### src/rtl/core/dpa_pkg.sv
// Shared types, constants and helper functions for the float32 dot product core.
// No dependencies; dpa_fifo, dpa_front, dpa_back and the top level import this package.
package dpa_pkg;

  localparam int QDepth = 4;
  localparam int QPtrW  = $clog2(QDepth);

  localparam logic [31:0] QnanBits = 32'h7FC0_0000;
  localparam logic [30:0] InfMag   = 31'h7F80_0000;

  typedef logic signed [11:0] exp_t;

  typedef struct packed {
    logic        nan;
    logic        inf;
    logic        zero;
    logic        sign;
    logic        last;
    logic [47:0] mant;
    exp_t        expo;
  } q_entry_t;

  function automatic logic [6:0] lead_zeros64(input logic [63:0] v);
    logic [6:0] n;
    n = 7'd64;
    for (int i = 0; i < 64; i++) begin
      if (v[i]) begin
        n = 7'(63 - i);
      end
    end
    return n;
  endfunction

endpackage

### src/rtl/core/dpa_pair_if.sv
// Input channel: one operand pair per beat, with the last marker.
// No dependencies.
interface dpa_pair_if;
  logic        valid;
  logic        ready;
  logic [31:0] a_value;
  logic [31:0] b_value;
  logic        last_pair;

  modport source (output valid, output a_value, output b_value, output last_pair, input ready);
  modport sink   (input valid, input a_value, input b_value, input last_pair, output ready);
endinterface

### src/rtl/core/dpa_sum_if.sv
// Output channel: one finished dot product per beat.
// No dependencies.
interface dpa_sum_if;
  logic        valid;
  logic        ready;
  logic [31:0] dot_sum;

  modport source (output valid, output dot_sum, input ready);
  modport sink   (input valid, input dot_sum, output ready);
endinterface

### src/rtl/core/dpa_fifo.sv
// Short queue of classified products between front and back.
// Depends on dpa_pkg.
module dpa_fifo (
  input  logic              clk_i,
  input  logic              rst_ni,
  input  logic              push_i,
  input  dpa_pkg::q_entry_t push_data_i,
  output logic              full_o,
  input  logic              pop_i,
  output logic              empty_o,
  output dpa_pkg::q_entry_t head_o
);
  import dpa_pkg::*;

  q_entry_t         mem_q [QDepth];
  logic [QPtrW:0]   wr_q, rd_q;

  assign empty_o = (wr_q == rd_q);
  assign full_o  = (wr_q[QPtrW] != rd_q[QPtrW]) && (wr_q[QPtrW-1:0] == rd_q[QPtrW-1:0]);
  assign head_o  = mem_q[rd_q[QPtrW-1:0]];

  always_ff @(posedge clk_i) begin
    if (push_i) begin
      mem_q[wr_q[QPtrW-1:0]] <= push_data_i;
    end
  end

  always_ff @(posedge clk_i or negedge rst_ni) begin
    if (!rst_ni) begin
      wr_q <= '0;
      rd_q <= '0;
    end else begin
      if (push_i) begin
        wr_q <= wr_q + 1'b1;
      end
      if (pop_i) begin
        rd_q <= rd_q + 1'b1;
      end
    end
  end
endmodule

### src/rtl/core/dpa_front.sv
// Front end: accept operand pairs, classify them, form and normalize the exact product.
// Depends on dpa_pkg and dpa_pair_if.
module dpa_front (
  input  logic              clk_i,
  input  logic              rst_ni,
  dpa_pair_if.sink          pair_i,
  output logic              push_o,
  output dpa_pkg::q_entry_t entry_o,
  input  logic              full_i
);
  import dpa_pkg::*;

  logic        s1_v_q, s2_v_q;
  logic [31:0] a_q, b_q;
  logic        last1_q;
  logic        s1_en, s2_en;

  logic [7:0]  ea, eb;
  logic [22:0] fa, fb;
  logic        anan, bnan, ainf, binf, azero, bzero;
  exp_t        xa, xb;
  logic [47:0] prod;

  logic        nan_q, inf_q, zero_q, sign_q, last2_q;
  logic [47:0] prod_q;
  exp_t        xe0_q;
  logic [6:0]  lz;

  assign push_o      = s2_v_q && !full_i;
  assign s2_en       = !s2_v_q || push_o;
  assign s1_en       = !s1_v_q || s2_en;
  assign pair_i.ready = s1_en;

  always_comb begin
    ea    = a_q[30:23];
    eb    = b_q[30:23];
    fa    = a_q[22:0];
    fb    = b_q[22:0];
    anan  = (&ea) && (|fa);
    bnan  = (&eb) && (|fb);
    ainf  = (&ea) && !(|fa);
    binf  = (&eb) && !(|fb);
    azero = !(|ea) && !(|fa);
    bzero = !(|eb) && !(|fb);
    xa    = (ea == 8'd0) ? 12'sd1 : $signed({4'b0, ea});
    xb    = (eb == 8'd0) ? 12'sd1 : $signed({4'b0, eb});
    prod  = {|ea, fa} * {|eb, fb};
  end

  always_ff @(posedge clk_i or negedge rst_ni) begin
    if (!rst_ni) begin
      s1_v_q  <= 1'b0;
      a_q     <= '0;
      b_q     <= '0;
      last1_q <= 1'b0;
    end else if (s1_en) begin
      s1_v_q <= pair_i.valid;
      if (pair_i.valid) begin
        a_q     <= pair_i.a_value;
        b_q     <= pair_i.b_value;
        last1_q <= pair_i.last_pair;
      end
    end
  end

  always_ff @(posedge clk_i or negedge rst_ni) begin
    if (!rst_ni) begin
      s2_v_q  <= 1'b0;
      nan_q   <= 1'b0;
      inf_q   <= 1'b0;
      zero_q  <= 1'b0;
      sign_q  <= 1'b0;
      last2_q <= 1'b0;
      prod_q  <= '0;
      xe0_q   <= '0;
    end else if (s2_en) begin
      s2_v_q <= s1_v_q;
      if (s1_v_q) begin
        nan_q   <= anan || bnan || (ainf && bzero) || (binf && azero);
        inf_q   <= ainf || binf;
        zero_q  <= azero || bzero;
        sign_q  <= a_q[31] ^ b_q[31];
        last2_q <= last1_q;
        prod_q  <= prod;
        xe0_q   <= xa + xb - 12'sd300;
      end
    end
  end

  always_comb begin
    lz            = lead_zeros64({prod_q, 16'b0});
    entry_o.nan   = nan_q;
    entry_o.inf   = inf_q;
    entry_o.zero  = zero_q;
    entry_o.sign  = sign_q;
    entry_o.last  = last2_q;
    entry_o.mant  = prod_q << lz[5:0];
    entry_o.expo  = xe0_q - 12'sd14 - $signed({5'b0, lz});
  end
endmodule

### src/rtl/core/dpa_back.sv
// Back end: fused add of each product into the accumulator, rounding, result register.
// Depends on dpa_pkg and dpa_sum_if.
module dpa_back (
  input  logic              clk_i,
  input  logic              rst_ni,
  input  logic              empty_i,
  input  dpa_pkg::q_entry_t head_i,
  output logic              pop_o,
  dpa_sum_if.source         sum_o
);
  import dpa_pkg::*;

  typedef enum logic [1:0] {S_ALIGN, S_ADD, S_NORM, S_ROUND} state_e;

  state_e      st_q;
  logic [31:0] acc_q;
  logic        spec_q, last_q;
  logic [31:0] spec_val_q;
  logic [63:0] big_q, small_q, sum_q;
  logic        dbig_q, bsign_q, ssign_q, sign_q;
  logic [5:0]  d_q;
  exp_t        bexp_q, e_q, sh_q;
  logic        out_v_q;
  logic [31:0] out_data_q;
  logic        emit;

  // align stage
  logic [7:0]  ec;
  logic [22:0] fc;
  logic        sc, cnan, cinf, czero;
  logic        a_spec;
  logic [31:0] a_val;
  logic [23:0] mc;
  exp_t        xc, ye, diff;
  logic [6:0]  lzc;
  logic [63:0] x61, y61, a_big, a_small;
  exp_t        a_bexp;
  logic        a_bsign, a_ssign;
  // add stage
  logic [63:0] mask, lost, sm, s_sum;
  logic        s_sign;
  // normalize stage
  logic [6:0]  lzs;
  logic [5:0]  p;
  exp_t        n_e, n_sh;
  // round stage
  exp_t        nsh, em1;
  logic [63:0] rmask, rem, half, q;
  logic [31:0] packed_bits, rounded, result;
  logic        done_ok;

  assign pop_o         = (st_q == S_ALIGN) && !empty_i;
  assign sum_o.valid   = out_v_q;
  assign sum_o.dot_sum = out_data_q;
  assign emit          = (st_q == S_ROUND) && done_ok && last_q;

  always_comb begin
    ec    = acc_q[30:23];
    fc    = acc_q[22:0];
    sc    = acc_q[31];
    cnan  = (&ec) && (|fc);
    cinf  = (&ec) && !(|fc);
    czero = !(|ec) && !(|fc);
    a_spec = 1'b1;
    if (head_i.nan || cnan) begin
      a_val = QnanBits;
    end else if (head_i.inf) begin
      a_val = (cinf && (sc != head_i.sign)) ? QnanBits : {head_i.sign, InfMag};
    end else if (cinf) begin
      a_val = acc_q;
    end else if (head_i.zero) begin
      a_val = czero ? ((head_i.sign == sc) ? {sc, 31'b0} : 32'b0) : acc_q;
    end else begin
      a_val  = acc_q;
      a_spec = 1'b0;
    end
    mc   = {|ec, fc};
    xc   = (ec == 8'd0) ? 12'sd1 : $signed({4'b0, ec});
    lzc  = lead_zeros64({mc, 40'b0});
    x61  = {2'b0, head_i.mant, 14'b0};
    y61  = {2'b0, mc << lzc[4:0], 38'b0};
    ye   = xc - 12'sd188 - $signed({5'b0, lzc});
    if (czero) begin
      a_big = x61; a_bexp = head_i.expo; a_bsign = head_i.sign;
      a_small = '0; a_ssign = head_i.sign; diff = '0;
    end else if (head_i.expo >= ye) begin
      a_big = x61; a_bexp = head_i.expo; a_bsign = head_i.sign;
      a_small = y61; a_ssign = sc; diff = head_i.expo - ye;
    end else begin
      a_big = y61; a_bexp = ye; a_bsign = sc;
      a_small = x61; a_ssign = head_i.sign; diff = ye - head_i.expo;
    end
  end

  always_comb begin
    mask = (64'd1 << d_q) - 64'd1;
    lost = small_q & mask;
    sm   = dbig_q ? {63'b0, |small_q} : ((small_q >> d_q) | {63'b0, |lost});
    if (bsign_q == ssign_q) begin
      s_sum = big_q + sm; s_sign = bsign_q;
    end else if (big_q >= sm) begin
      s_sum = big_q - sm; s_sign = bsign_q;
    end else begin
      s_sum = sm - big_q; s_sign = ssign_q;
    end
  end

  always_comb begin
    lzs  = lead_zeros64(sum_q);
    p    = 6'(7'd63 - lzs);
    n_e  = $signed({6'b0, p}) + bexp_q + 12'sd127;
    n_sh = (n_e >= 12'sd1) ? ($signed({6'b0, p}) - 12'sd23) : (-12'sd149 - bexp_q);
  end

  always_comb begin
    nsh   = -sh_q;
    em1   = e_q - 12'sd1;
    rmask = (64'd1 << sh_q[5:0]) - 64'd1;
    rem   = sum_q & rmask;
    half  = 64'd1 << (sh_q[5:0] - 6'd1);
    if (sh_q <= 12'sd0) begin
      q = sum_q << nsh[5:0];
    end else if (sh_q >= 12'sd64) begin
      q = '0;
    end else begin
      q = sum_q >> sh_q[5:0];
      if ((rem > half) || ((rem == half) && q[0])) begin
        q = q + 64'd1;
      end
    end
    packed_bits = (e_q < 12'sd1) ? q[31:0] : ({1'b0, em1[7:0], 23'b0} + q[31:0]);
    if ((e_q >= 12'sd255) || (packed_bits >= {1'b0, InfMag})) begin
      rounded = {sign_q, InfMag};
    end else begin
      rounded = {sign_q, packed_bits[30:0]};
    end
    result  = spec_q ? spec_val_q : rounded;
    done_ok = !last_q || !out_v_q || sum_o.ready;
  end

  always_ff @(posedge clk_i or negedge rst_ni) begin
    if (!rst_ni) begin
      st_q       <= S_ALIGN;
      acc_q      <= '0;
      spec_q     <= 1'b0;
      spec_val_q <= '0;
      last_q     <= 1'b0;
      big_q      <= '0;
      small_q    <= '0;
      sum_q      <= '0;
      dbig_q     <= 1'b0;
      bsign_q    <= 1'b0;
      ssign_q    <= 1'b0;
      sign_q     <= 1'b0;
      d_q        <= '0;
      bexp_q     <= '0;
      e_q        <= '0;
      sh_q       <= '0;
      out_v_q    <= 1'b0;
      out_data_q <= '0;
    end else begin
      if (emit) begin
        out_v_q <= 1'b1;
      end else if (sum_o.ready) begin
        out_v_q <= 1'b0;
      end
      unique case (st_q)
        S_ALIGN: begin
          if (!empty_i) begin
            spec_q     <= a_spec;
            spec_val_q <= a_val;
            last_q     <= head_i.last;
            big_q      <= a_big;
            small_q    <= a_small;
            bexp_q     <= a_bexp;
            bsign_q    <= a_bsign;
            ssign_q    <= a_ssign;
            dbig_q     <= (diff >= 12'sd63);
            d_q        <= diff[5:0];
            st_q       <= S_ADD;
          end
        end
        S_ADD: begin
          sum_q  <= s_sum;
          sign_q <= s_sign;
          st_q   <= S_NORM;
        end
        S_NORM: begin
          if (!spec_q && (sum_q == 64'd0)) begin
            spec_q     <= 1'b1;
            spec_val_q <= 32'b0;
          end
          e_q  <= n_e;
          sh_q <= n_sh;
          st_q <= S_ROUND;
        end
        S_ROUND: begin
          if (done_ok) begin
            if (last_q) begin
              acc_q      <= '0;
              out_data_q <= result;
            end else begin
              acc_q <= result;
            end
            st_q <= S_ALIGN;
          end
        end
        default: st_q <= S_ALIGN;
      endcase
    end
  end
endmodule

### src/rtl/core/float32_dot_product_accumulator_core.sv
// Top level of the float32 dot product core: front end, queue and accumulating back end.
// Depends on dpa_pkg, dpa_pair_if, dpa_sum_if, dpa_front, dpa_fifo and dpa_back.
//
//   channel  dir  beat contents                     accepted when
//   pair_i   in   a_value, b_value, last_pair       valid && ready
//   sum_o    out  dot_sum (once per last pair)      valid && ready
//
// The front takes one pair per cycle, unless the queue is full, into a two-stage multiply pipeline.
// The accumulator loop steps through align, add, normalize and round for each pair,
// so it takes no new pair until the last one is through; a 4-deep queue absorbs bursts.
// Reset clears the accumulator to +0 and empties pipeline, queue and result register.
// A waiting result stalls only the last pair of the next vector.
module float32_dot_product_accumulator_core (
  input  logic      clk_i,
  input  logic      rst_ni,
  dpa_pair_if.sink  pair_i,
  dpa_sum_if.source sum_o
);
  import dpa_pkg::*;

  logic     push, full, pop, empty;
  q_entry_t push_data, head;

  dpa_front u_front (
    .clk_i   (clk_i),
    .rst_ni  (rst_ni),
    .pair_i  (pair_i),
    .push_o  (push),
    .entry_o (push_data),
    .full_i  (full)
  );

  dpa_fifo u_fifo (
    .clk_i       (clk_i),
    .rst_ni      (rst_ni),
    .push_i      (push),
    .push_data_i (push_data),
    .full_o      (full),
    .pop_i       (pop),
    .empty_o     (empty),
    .head_o      (head)
  );

  dpa_back u_back (
    .clk_i   (clk_i),
    .rst_ni  (rst_ni),
    .empty_i (empty),
    .head_i  (head),
    .pop_o   (pop),
    .sum_o   (sum_o)
  );
endmodule
### src/flat_wrapper.sv
// flat-port wrapper written by rule: the top's interface ports become plain ports
module float32_dot_product_accumulator_core_flat import dpa_pkg::*;
  (clk_i, rst_ni, pair_i_valid, pair_i_a_value, pair_i_b_value, pair_i_last_pair, pair_i_ready, sum_o_valid, sum_o_dot_sum, sum_o_ready);
  dpa_pair_if pair_i_i ();
  dpa_sum_if sum_o_i ();
  input  logic clk_i;
  input  logic rst_ni;
  input wire logic [$bits(pair_i_i.valid)-1:0] pair_i_valid;
  input wire logic [$bits(pair_i_i.a_value)-1:0] pair_i_a_value;
  input wire logic [$bits(pair_i_i.b_value)-1:0] pair_i_b_value;
  input wire logic [$bits(pair_i_i.last_pair)-1:0] pair_i_last_pair;
  output wire logic [$bits(pair_i_i.ready)-1:0] pair_i_ready;
  output wire logic [$bits(sum_o_i.valid)-1:0] sum_o_valid;
  output wire logic [$bits(sum_o_i.dot_sum)-1:0] sum_o_dot_sum;
  input wire logic [$bits(sum_o_i.ready)-1:0] sum_o_ready;
  assign pair_i_i.valid = pair_i_valid;
  assign pair_i_i.a_value = pair_i_a_value;
  assign pair_i_i.b_value = pair_i_b_value;
  assign pair_i_i.last_pair = pair_i_last_pair;
  assign pair_i_ready = pair_i_i.ready;
  assign sum_o_valid = sum_o_i.valid;
  assign sum_o_dot_sum = sum_o_i.dot_sum;
  assign sum_o_i.ready = sum_o_ready;
  float32_dot_product_accumulator_core u_core (.clk_i(clk_i), .rst_ni(rst_ni), .pair_i(pair_i_i), .sum_o(sum_o_i));
endmodule
### config.mk
export PLATFORM = sky130hd
export DESIGN_NAME = float32_dot_product_accumulator_core_flat
export DESIGN_NICKNAME = d
export VERILOG_FILES = /design/src/rtl/core/dpa_pkg.sv /design/src/rtl/core/dpa_pair_if.sv /design/src/rtl/core/dpa_sum_if.sv /design/src/rtl/core/dpa_fifo.sv /design/src/rtl/core/dpa_front.sv /design/src/rtl/core/dpa_back.sv /design/src/rtl/core/float32_dot_product_accumulator_core.sv /design/src/flat_wrapper.sv
export SDC_FILE = /design/constraint.sdc
export NUM_CORES = 2
export LEC_CHECK = 0
export BUFFER_PORTS_ARGS = -buffer_cell sky130_fd_sc_hd__buf_2
export CAP_MARGIN = 20
export CORE_MARGIN = 10
export CORE_UTILIZATION = 45
export DETAILED_ROUTE_END_ITERATION = 12
export MAX_ROUTING_LAYER = met4
export SLEW_MARGIN = 10
export SYNTH_ARGS = -nofsm -noshare
export SYNTH_HDL_FRONTEND = slang
export SYNTH_SLANG_ARGS = --single-unit
### constraint.sdc
create_clock -name clk_i -period 21 [get_ports clk_i]
set_clock_uncertainty 0.2 [all_clocks]
set_input_delay 4.2 -clock clk_i [delete_from_list [all_inputs] [get_ports clk_i]]
set_output_delay 4.2 -clock clk_i [all_outputs]
set_load 0.005 [all_outputs]
==> results.md <==
- CTS tree: built
- Worst Slack Setup Final: 7.75 ns
- Area leader, netlist: dfrtp_1
- Final Critical Period: 13.25 ns
- Clock transition at path regs: 0.07 ns
- FMAX: 75.5 MHz
- Post-route cell area: 82500 um2
- Worst-Skew Late Latency: 0.76 ns
- Relative slew slack: 20.3%
- Mapped Nets: 9657
- Post-Syn Instances: 8606
- GR Util All Layers: 30.0%
- Slowest CP cell: dfrtp_4
- Initial antenna violation count: 9
- Yosys cell types: 112
- Crit path top cell by count: a21o_1
- Vias/cell: 6.22
- Max clock buf depth: 3
- HP Class: reg -> reg
- Root buf cell: clkbuf_16
- RSZ-0062 raised after global routing: no
- Number of max-cap violations: 0
- Hold Buf Count CTS: 0
- Synth Warn #: 0
- Ys async rst share: 63.0%
- Pins Over Slew Limit: 0
- Post_cts resized: 0
- First-pass GRT wire length: 422000 um
- Global placer's final weighted congestion: 1.01
- Period utilization: 63.1%
- Post-Place Setup Slack: 7.90 ns
- Number of buffers added on ports: 102
- Maximum fanout along the worst path: 35
- Slowest stage delay, CP: 0.82 ns
- Synth cell count leaders: nand2_1 (1146), inv_1 (809), a21oi_1 (558)
- # H-tree levels: 3
- Top_reg_cell synth: dfrtp_1
- Post-synth EDFFs: 260
- Setup violations, final: 0
- Drt drc: 0
- CP required: 21.42 ns
- Mean Syn Cell Area: 8.98 um2
- CTS Buf Count: 85
- Worst Max-Slew Pin Slew: 1.19 ns
- Top Ports: 103
- Status: finished, final reports clean
- Cell row count: 151
- First-pass detailed-route iteration total: 6
- Synth top area cells: dfrtp_1 (14%), fa_1 (13%), edfxtp_1 (10%)
- Initial Util: 45.4%
- Vias in the first global route: 66100
- Core Region: 170000 um2
- Half-perimeter wire length after placement: 213000 um
- DRT iter0 DRCs: 6723
- Die Area: 189000 um2
- Final Hold Violating Endpoints: 0
- Die W: 434 um
- Total number of vias: 66200
- Post-Synthesis Cell Area: 77200 um2
- Largest net degree at the start of global routing: 164
- WS Path Type: reg -> reg
- Area Growth Syn to Fin: 6.81%
- # clock sinks: 703
- Post-synthesis sequential area ratio: 24.5%
- Crit start category: flip-flop
- Overflow after GRT: 0
- DP Area: 79400 um2
- Final wirelength: 280000 um
- Flip-flop and latch count after synthesis: 703
- Count leader, synth: nand2_1
- TNS Setup: 0 ns
- Die H: 434 um
- Critical path arrival: 13.66 ns
- Routed wire per std cell: 26.2 um
- Yosys top cell area share: 14.4%
- Post-CTS Setup Bufs: 0
- Post-route ant nets: 0
- Worst setup EP type: flip-flop
- Layout cells sized above 1: 11.1%
- Nets@finish: 9413
## placed cells by master (no fill, tap or decap), types with 30 or more instances in the layout
master and count:
nor2b_1 73, and2_1 256, buf_4 147, mux4_2 226
buf_2 101, a22o_1 33, a22oi_1 30, and3_1 38
ha_1 491, or3_1 35, nor2_1 521, a31oi_1 64
fa_1 490, edfxtp_1 260, nor4_1 72, inv_1 809
o211ai_1 50, o21bai_1 77, a21o_1 111, nand4_1 53
a211oi_1 81, dfrtp_1 435, o22ai_1 88, nor3_1 131
mux2_2 194, o21a_1 38, xor2_1 81, nand2_1 1142
mux2i_1 311, xnor2_1 143, a21oi_1 558, o21ai_0 451
o31ai_1 50, clkbuf_16 85, nand2b_1 72, nand3_1 117
## final timing paths
| kind | startpoint | endpoint | slack (ns) | cells past startpoint |
|---|---|---|---|---|
| worst max-delay path | u_core.u_back.sh_q[1] | u_core.u_back.acc_q[2] | 7.75 | 43 |
| worst min-delay path | u_core.u_front.xe0_q[4] | u_core.u_front.xe0_q[4] | 0.28 | 2 |
| worst min register to register | u_core.u_front.xe0_q[4] | u_core.u_front.xe0_q[4] | 0.28 | 2 |
| max in group asynchronous | rst_ni | u_core.u_back.spec_val_q[12] | 14.74 | 3 |
| worst max register to register | u_core.u_back.sh_q[1] | u_core.u_back.acc_q[2] | 7.75 | 43 |
| min in group asynchronous | rst_ni | u_core.u_back.big_q[32] | 3.27 | 1 |
## flip-flops by register name, summed over array words and instances (netlist names), 2 cells and up
| register | count |
|---|---|
| u_core.u_back.sum_o.dot_sum | 32 |
| u_core.u_fifo.wr_q | 3 |
| u_core.u_front.prod_q | 48 |
| u_core.u_back.bexp_q | 12 |
| u_core.u_front.a_q | 32 |
| u_core.u_back.e_q | 12 |
| u_core.u_back.st_q | 2 |
| u_core.u_back.d_q | 6 |
| u_core.u_back.sh_q | 12 |
| u_core.u_back.big_q | 48 |
| u_core.u_front.b_q | 32 |
| u_core.u_back.small_q | 48 |
| u_core.u_fifo.rd_q | 3 |
| u_core.u_back.spec_val_q | 32 |
| u_core.u_front.xe0_q | 10 |
| u_core.u_back.sum_q | 64 |
| u_core.u_back.acc_q | 32 |
| u_core.u_fifo.mem_q | 260 |
## worst max-delay path: cells and delay by family, from the launching register on
family	cells	cell delay, ns
AOI/OAI and AO/OA	23	6.05
and+or+nand+nor	13	3.73
adders and majority gates	4	1.47
DFF	1	0.82
buffers and inverters	2	0.54
muxes	1	0.25
## layer usage
metal | vias to the layer above | track usage (%) | share of wire [%]
li1 | 29500 | - | -
met1 | 33000 | 37.4 | 40
met2 | 3017 | 47.6 | 47
met3 | 702 | 4.18 | 6.7
met4 | 0 | 15.5 | 6.3
met5 | - | - | 0
## through the flow
step / hold WS, ns / cells / util [%]
floorplan: 0.233 / 8606 / -
global placement: 0.263 / 10500 / 46.7
detailed placement: 0.272 / 10500 / 46.7
CTS: 0.286 / 10600 / 48.5
global route: 0.303 / 10700 / 48.5
finish: 0.282 / 10700 / 48.5
## layout make-up
| cell class | count | area, um2 |
|---|---|---|
| clock inverter | 50 | 677 |
| timing repair buffer | 252 | 1690 |
| multi-input combinational | 6502 | 53000 |
| sequential | 703 | 18900 |
| inverter | 818 | 3070 |
| clock buffer | 107 | 2310 |
| fill | 16200 | 87500 |
| antenna | 7 | 17.5 |
| tap | 2218 | 2780 |
## cell families (layout without fill, tap and decap cells)
group,Yosys count,count (layout),synth area share [%]
AO/OA/AOI/OAI,1931,1931,16.0
XOR/XNOR,228,228,2.59
adder cells (fa/ha/maj),983,983,20.7
buffers and inverters,1401,1227,7.10
flip-flops,703,703,24.5
multiplexers,735,735,13.5
other,1,8,0.00486
AND/OR/NAND/NOR,2624,2624,15.7
Power is not shown: default switching activity piles up to over one toggle a cycle in this logic, so the estimate is an artifact.
